[src/hw/rtl/wscd_pkg.sv]
// ----------------------------------------------------------------------------
// wscd_pkg: shared types and constants of the state cycle detector
// Control state encodings, result status codes, config register indexes
// and the small helpers used across the detector.
// ----------------------------------------------------------------------------
package wscd_pkg;

	// config register indexes
	localparam logic CFG_WINDOW_SIZE = 1'b0;
	localparam logic CFG_STEP_LIMIT  = 1'b1;

	// reset values of the config registers
	localparam logic [5:0]  WINDOW_SIZE_RST = 6'd32;
	localparam logic [23:0] STEP_LIMIT_RST  = 24'hFFFFFF;

	// step counter saturation value
	localparam logic [23:0] STEP_MAX = 24'hFFFFFF;

	// result status codes
	typedef enum logic [1:0] {
		STAT_SEARCH = 2'd0,
		STAT_FOUND  = 2'd1,
		STAT_LIMIT  = 2'd2
	} status_t;

	// control sequencer states
	typedef enum logic [2:0] {
		ST_IDLE,
		ST_EVAL,
		ST_SCAN,
		ST_COUNT,
		ST_DONE
	} fsm_t;

	// operation applied to every cell of the window chain
	typedef enum logic [1:0] {
		CELL_HOLD,
		CELL_PUSH,
		CELL_DRAIN
	} cell_op_t;

	// ones in one byte
	function automatic logic [3:0] pop8(input logic [7:0] v);
		logic [3:0] n;
		n = '0;
		for (int k = 0; k < 8; k++) begin
			n = n + {3'b000, v[k]};
		end
		return n;
	endfunction

endpackage

[src/hw/rtl/wscd_cell.sv]
// ----------------------------------------------------------------------------
// wscd_cell: one entry of the state window chain
// Holds one stored state, shifts it to the older neighbor on a push or
// to the newer neighbor on a drain, and flags equality with the probe.
// ----------------------------------------------------------------------------
module wscd_cell #(
	parameter int W = 64
) (
	input  logic               clk,
	input  wscd_pkg::cell_op_t op,
	input  logic [W-1:0]       newer_data,
	input  logic [W-1:0]       older_data,
	input  logic [W-1:0]       probe,
	output logic [W-1:0]       entry,
	output logic               hit
);

	logic [W-1:0] entry_q;

	// entry register, shifted by the chain operation
	always_ff @(posedge clk) begin
		case (op)
			wscd_pkg::CELL_PUSH:  entry_q <= newer_data;
			wscd_pkg::CELL_DRAIN: entry_q <= older_data;
			default:              entry_q <= entry_q;
		endcase
	end

	// equality with the incoming state
	assign hit   = (entry_q == probe);
	assign entry = entry_q;

endmodule

[config.mk]
export PLATFORM = sky130hd
export DESIGN_NAME = wscd_cell
export DESIGN_NICKNAME = d
export VERILOG_FILES = /design/src/hw/rtl/wscd_pkg.sv /design/src/hw/rtl/wscd_cell.sv
export SDC_FILE = /design/constraint.sdc
export NUM_CORES = 1
export LEC_CHECK = 0
export BUFFER_PORTS_ARGS = -buffer_cell sky130_fd_sc_hd__buf_2
export CORE_AREA = 5 5 98 100
export CTS_BUF_LIST = sky130_fd_sc_hd__clkbuf_16
export DETAILED_ROUTE_END_ITERATION = 16
export DIE_AREA = 0 0 103 105
export PLACE_DENSITY_LB_ADDON = 0.15
export SLEW_MARGIN = 20
export SYNTH_ARGS = -nofsm -noshare
export SYNTH_HDL_FRONTEND = slang
export SYNTH_SLANG_ARGS = --single-unit
[constraint.sdc]
create_clock -name clk -period 5.8 [get_ports clk]
set_input_delay 0.29 -clock clk [delete_from_list [all_inputs] [get_ports clk]]
set_output_delay 0.29 -clock clk [all_outputs]
set_load 0.01 [all_outputs]
Yosys cells after proc, flatten, opt, wreduce, memory -nomap -nowiden
Index checks and enable logic that the tools add are counted.

storage, ports and cells
  flip-flop bits (word level) = 64
  output and inout port bits = 65
  logic and storage cells = 6

cells by class
  equality and inequality tests = 3
  muxes and demuxes = 1
  reduce and logical (&&, ||, !) cells = 1

operators with widths
  cell                                                             count
  64-bit case mux with 2 select lines                              1
  64-bit == test                                                   1
  2-bit by 1-bit == test with 1-bit output, second input constant  1
  2-bit == test, second input constant                             1
  2-bit nonzero test                                               1

Longest topological paths before layout
Gate-level depths: netlist of run 1.

  depth in word-level cells = 2
  mapped depth = 5
  mapped depth without buffers = 4

Least setup slack after synthesis of run 1
OpenSTA, ideal clock, no wires.

  kind = input port to flip-flop
  from = input op[0]
  to = register entry_q[0], in the netlist entry[0] (enable)
  data arrival time = 1.845 ns
  path slack = 3.537 ns
  cell stages on the path = 3
  cells stage by stage = inv_1 -> ha_1 -> inv_1

on the way
  word-level cells in the longest chain between the ends = 2

RTL lines
  element                                                                           line             RTL
  from (decl)                                                                       wscd_cell.sv:10  input wscd_pkg::cell_op_t op,
  2-bit == test / 2-bit by 1-bit == test with 1-bit output (equally long branches)  wscd_cell.sv:22  case (op)
  2-bit nonzero test (no line) *                                                    --
  to (signal assigned)                                                              wscd_cell.sv:23  wscd_pkg::CELL_PUSH: entry_q <= newer_data;
  to (signal assigned)                                                              wscd_cell.sv:24  wscd_pkg::CELL_DRAIN: entry_q <= older_data;
  to (signal assigned)                                                              wscd_cell.sv:25  default: entry_q <= entry_q;
  to (decl)                                                                         wscd_cell.sv:18  logic [W-1:0] entry_q;

Every way passes the cells marked *; elsewhere a longest branch is shown, timed or not.
A chain may end at the register's enable or synchronous reset.

Final worst setup path of run 1
  from = register entry_q[53], in the netlist entry[53]
  to = output hit

on the way
  word-level cells in the longest chain between the ends = 1

RTL lines
  element         line             RTL
  64-bit == test  wscd_cell.sv:30  assign hit = (entry_q == probe);
  to (decl)       wscd_cell.sv:15  output logic hit

No other way between the ends.

==> flow_summary.toml, run 1 <==
[outcome]
status = "completed"

[floorplan]
num_rows = 34
pin_count = 260
dieArea_sq_um = 10820
start_util_pct = 39.52
core_area_sq_um = 8593
die_height_microns = 105
die_x_microns = 103

[sta]
setup_viol = 0
fin_tns_setup_ns = 0
rsz0062_at_grt = "no"
period_share_pct = 39.61
maxSlewHeadroom_pct = 57.80
slew_viol_final = 0
period_needed_ns = 2.297
finalHoldViolCount = 0
worst_slew_pin_slew_ns = 0.6329
max_clock_freq_mhz = 435.3

[drt]
drt_iter0_markers = 76
routedWlPerCell_microns = 17.48
drc = 0
drt-vias-per-instance = 4.752
routed_wl_microns = 10510
vias = 2856
ant_nets = 0
first_pass_iters = 4

[logic_synthesis]
ys_ff_latch = 64
yosysUniqueCellTypes = 9
synth_nets = 419
syn_avg_cell_area_sq_um = 15.23
syn_area_sq_um = 3396
ys_seq_area_share_pct = 56.60
synthCells = 223
yosys_warnings = 0

[clock_network]
cts.sinks = 64
post-cts-setup-buffers = 0
htreeDepth = 3
ctsResizeCount = 0
cts_hold_buf = 0
clk_pin_slew_worst_paths_ns = 0.05
cts_tree = "done"
cts_made_buffers = 9
clk_path_buf_depth = 2
cts-root-buf = "clkbuf_16"

[critical_path]
crit_fanout = 2
arrival_ns = 2.01
cp-end-kind = "output port"
cp-start-kind = "flop"
cp.required_ns = 5.51
crit_type = "flop to output port"

[global_routing]
antenna_found_initial = 1
grt_max_degree = 48
grtUsageTotal_pct = 18.25
grt_pass1_vias = 3003
grt.overflow.total = 0
grt_pass1_wl_microns = 14890

[finish]
drive_gt1_share_pct = 68.97
largest_register_ffs = 64
final_core_util_pct = 59.23
fin_cells = 601
nets = 684
antenna_cells = 0
synthToLayoutAreaGrowth_pct = 49.89
fin_area_sq_um = 5090

[power]
p_leak_nw = 2.340
seqPwrFrac_pct = 44.2
clockPowerShare_pct = 35.0
powerDensity_nw_per_um2 = 284.5
intPower_w = 0.001075
power_w = 0.001448
ir_drop_uv = 141.0
p_switching_w = 0.0003734
combPwrFrac_pct = 20.8
switching_share_pct = 25.79

[place]
dp.cells = 585
hpwl_microns = 8699
place_area_sq_um = 4810
port_buffers = 259
finalWeightedCongestion = 0.7583

[run]
drv_cap = 0

[min_path]
hold_path.class = "input pin to flop"
power by group through the flow:
stage          registers [W]  clock network, W  logic, W
6_report            0.000640          0.000507  0.000301
5_1_grt             0.000648          0.000542  0.000328
2_1_floorplan       0.000677                 0  0.000112
3_3_place_gp        0.000649                 0  0.000300
4_1_cts             0.000642          0.000516  0.000307
3_5_place_dp        0.000651                 0  0.000305
final cells by class:
type,instances,area (sq um)
Clock buffer,9,225.2
Clock inverter,7,55.05
Fill cell,769,3503
Inverter,2,7.507
Multi-Input combinational cell,150,1434
Sequential cell,64,1922
Tap cell,108,135.1
Timing Repair Buffer,261,1311
critical path, stage by stage (launching register included):
cell and delay [ns]:
edfxtp_1 0.41, xor2_1 0.17, nor4_1 0.42, nand4_1 0.22
nor4_2 0.29, buf_2 0.18
Yosys cell counts:
cell	number	area, sq um
xor2_1	64	560.5
mux2_2	64	720.7
buf_2	7	35.03
inv_1	2	7.510
edfxtp_1	64	1922
nand4_1	4	25.02
nor4_2	1	12.51
ha_1	1	12.51
nor4_1	16	100.1
metrics by stage:
step,hold slack (ns),setup WS (ns)
2_1_floorplan,0.5098,3.537
3_3_place_gp,0.5906,3.671
3_5_place_dp,0.5944,3.600
4_1_cts,0.2619,3.476
5_1_grt,0.2618,3.342
6_report,0.2718,3.503
path summary, 6_finish.rpt:
check	startpoint	end	slack, ns	depth (start not counted)
max	entry[53]	hit	3.50	5
min	newer_data[38]	entry[38]	0.27	2
layout by cell type, fill, tap and decap left out, types with 2 or more instances in the layout:
cell | Yosys | final
buf_2 | 7 | 259
buf_4 | 0 | 2
clkbuf_16 | 0 | 9
clkinv_1 | 0 | 2
clkinv_2 | 0 | 2
edfxtp_1 | 64 | 64
inv_1 | 2 | 3
mux2_2 | 64 | 64
nand4_1 | 4 | 4
nor4_1 | 16 | 16
xor2_1 | 64 | 64
cell families after synthesis:
kind of cell	Yosys count	share of synthesized area, %
fa+ha+maj	1	0.3684
flops	64	56.60
simple gates	21	4.053
xor+xnor	64	16.51
mux	64	21.22
buf+inv	9	1.253
routing by layer:
layer / global-route usage, % / vias up / wire [microns]
met1: 18.23 / 1307 / 3578
met2: 33.82 / 160 / 5580
met3: 7.062 / 16 / 1164
met5: 0 / - / 13
li1: - / 1371 / -
met4: 5.920 / 2 / 169
(Power assumes the default switching activity.)
==> run 2: changes to the inputs <==
Settings changed: CORE_AREA 5 5 98 100 to not set, CORE_MARGIN set to 5, CORE_UTILIZATION set to 40, DIE_AREA 0 0 103 105 to not set.
Clock period 5.8 ns to 2.4 ns, I/O delays scaled along.
==> flow_summary.toml, run 2 (same netlist as run 1, synthesis figures left out) <==
[outcome]
status = "completed"

[floorplan]
pin_count = 260
dieArea_sq_um = 10430
num_rows = 33
core_area_sq_um = 8258
die_height_microns = 102.1
die_x_microns = 102.1
start_util_pct = 41.12

[power]
ir_drop_uv = 387.2
power_w = 0.003532
powerDensity_nw_per_um2 = 689.9
p_leak_nw = 2.344

[critical_path]
crit_type = "flop to output port"
cp-end-kind = "output port"
crit_chain = "xor2_1 > nor4_1 > nand4_1 > nor4_2 > buf_2"
cp-start-kind = "flop"
critPathSlowestCell = "edfxtp_1"
cp.required_ns = 2.28
arrival_ns = 1.96
cp_slowest_stage_delay_ns = 0.41
crit_fanout = 2

[finish]
nets = 684
largest_register_ffs = 64
fillers = 721
drive_gt1_share_pct = 69.57
antenna_cells = 0
final_core_util_pct = 62.00
layout_common_cells = "buf_2, mux2_2, xor2_1, edfxtp_1, nor4_1"
synthToLayoutAreaGrowth_pct = 50.77
layout_commonest_cell = "buf_2"

[place]
finalWeightedCongestion = 0.7876
port_buffers = 259
hpwl_microns = 8559

[min_path]
hold_end = "entry[44]"
min_path_cells = 2
hold_path.class = "input pin to flop"
min_from = "older_data[44]"

[drt]
ant_nets = 0
routedWlPerCell_microns = 17.05
vias = 2829
routed_wl_microns = 10200
drc = 0
drt_iter0_markers = 51
drt-vias-per-instance = 4.731
first_pass_iters = 4

[global_routing]
gr-usage-met2_pct = 37.18
antenna_found_initial = 0
grt.overflow.total = 0
grt_pass1_wl_microns = 14780
grt_max_degree = 65
grt_pass1_vias = 3034
grt.busiest_layer = "met2"
use_met3_pct = 5.666
grtUsageTotal_pct = 18.85
use_met1_pct = 18.87

[sta]
setup_viol = 0
slew_viol_final = 0
max_clock_freq_mhz = 481.8
worst_slew_pin_slew_ns = 0.4533
finalHoldViolCount = 0
fin_tns_setup_ns = 0
rsz0062_at_grt = "no"
period_needed_ns = 2.075
period_share_pct = 86.47
maxSlewHeadroom_pct = 69.74

[clock_network]
cts_tree = "done"
post-cts-setup-buffers = 0
cts_made_buffers = 9
clk_pin_slew_worst_paths_ns = 0.05
ctsResizeCount = 0
clk_path_buf_depth = 2
cts.sinks = 64
cts_hold_buf = 0
cts-root-buf = "clkbuf_16"
htreeDepth = 3

[run]
drv_cap = 0
run 2: cell count changes in the layout (fill, tap and decap cells not counted):
cell        previous run  this run
buf_4                  2         0
buf_12                 0         2
clkinv_2               2         3
clkinv_1               2         0
inv_1                  3         2
clkinvlp_4             0         2
run 2: how the worst max path moves through the flow:
stage / cells after the start / end / from
finish: 5 / hit / entry[61]
floorplan: 3 / entry[0] / op[0]
CTS: 5 / hit / entry[7]
global placement: 5 / hit / entry[61]
detailed placement: 5 / hit / entry[7]
global route: 5 / hit / entry[34]
run 2: per-layer routing:
metal / share of wire, % / vias up
met5: 0 / -
met4: 0.86 / 0
met3: 11 / 8
met2: 56 / 143
met1: 33 / 1308
li1: - / 1370
run 2: area by class of cell:
type	instances	area (sq um)	area share, %
clock buffers	9	225.2	4.399
well taps	105	131.4	2.566
inverters	2	7.507	0.1466
flip-flops and latches	64	1922	37.54
clock inverters	7	63.81	1.246
repair buffers	261	1336	26.10
multi-input cells	150	1434	28.01
run 2: stage by stage:
stage	std cells	instance area (sq um)	hold slack (ns)	setup WS, ns
5_1_grt	598	5120	0.1005	0.1637
3_5_place_dp	582	4831	0.4249	0.6470
4_1_cts	598	5120	0.09267	0.2990
6_report	598	5120	0.1053	0.3246
3_3_place_gp	582	4831	0.4206	0.5980
2_1_floorplan	223	3396	0.3398	0.3068
run 2: worst max-delay path: cells and delay by family, from the launching register on:
kind | cells | cell delay (ns)
buf+inv | 1 | 0.18
simple gates | 3 | 0.90
flops | 1 | 0.41
xor+xnor | 1 | 0.16
run 2: report_power, final:
part	total [W]	switching (W)	internal, W
registers	0.00153	0.000101	0.00143
logic	0.000752	0.000367	0.000385
clock network	0.00125	0.000452	0.000793
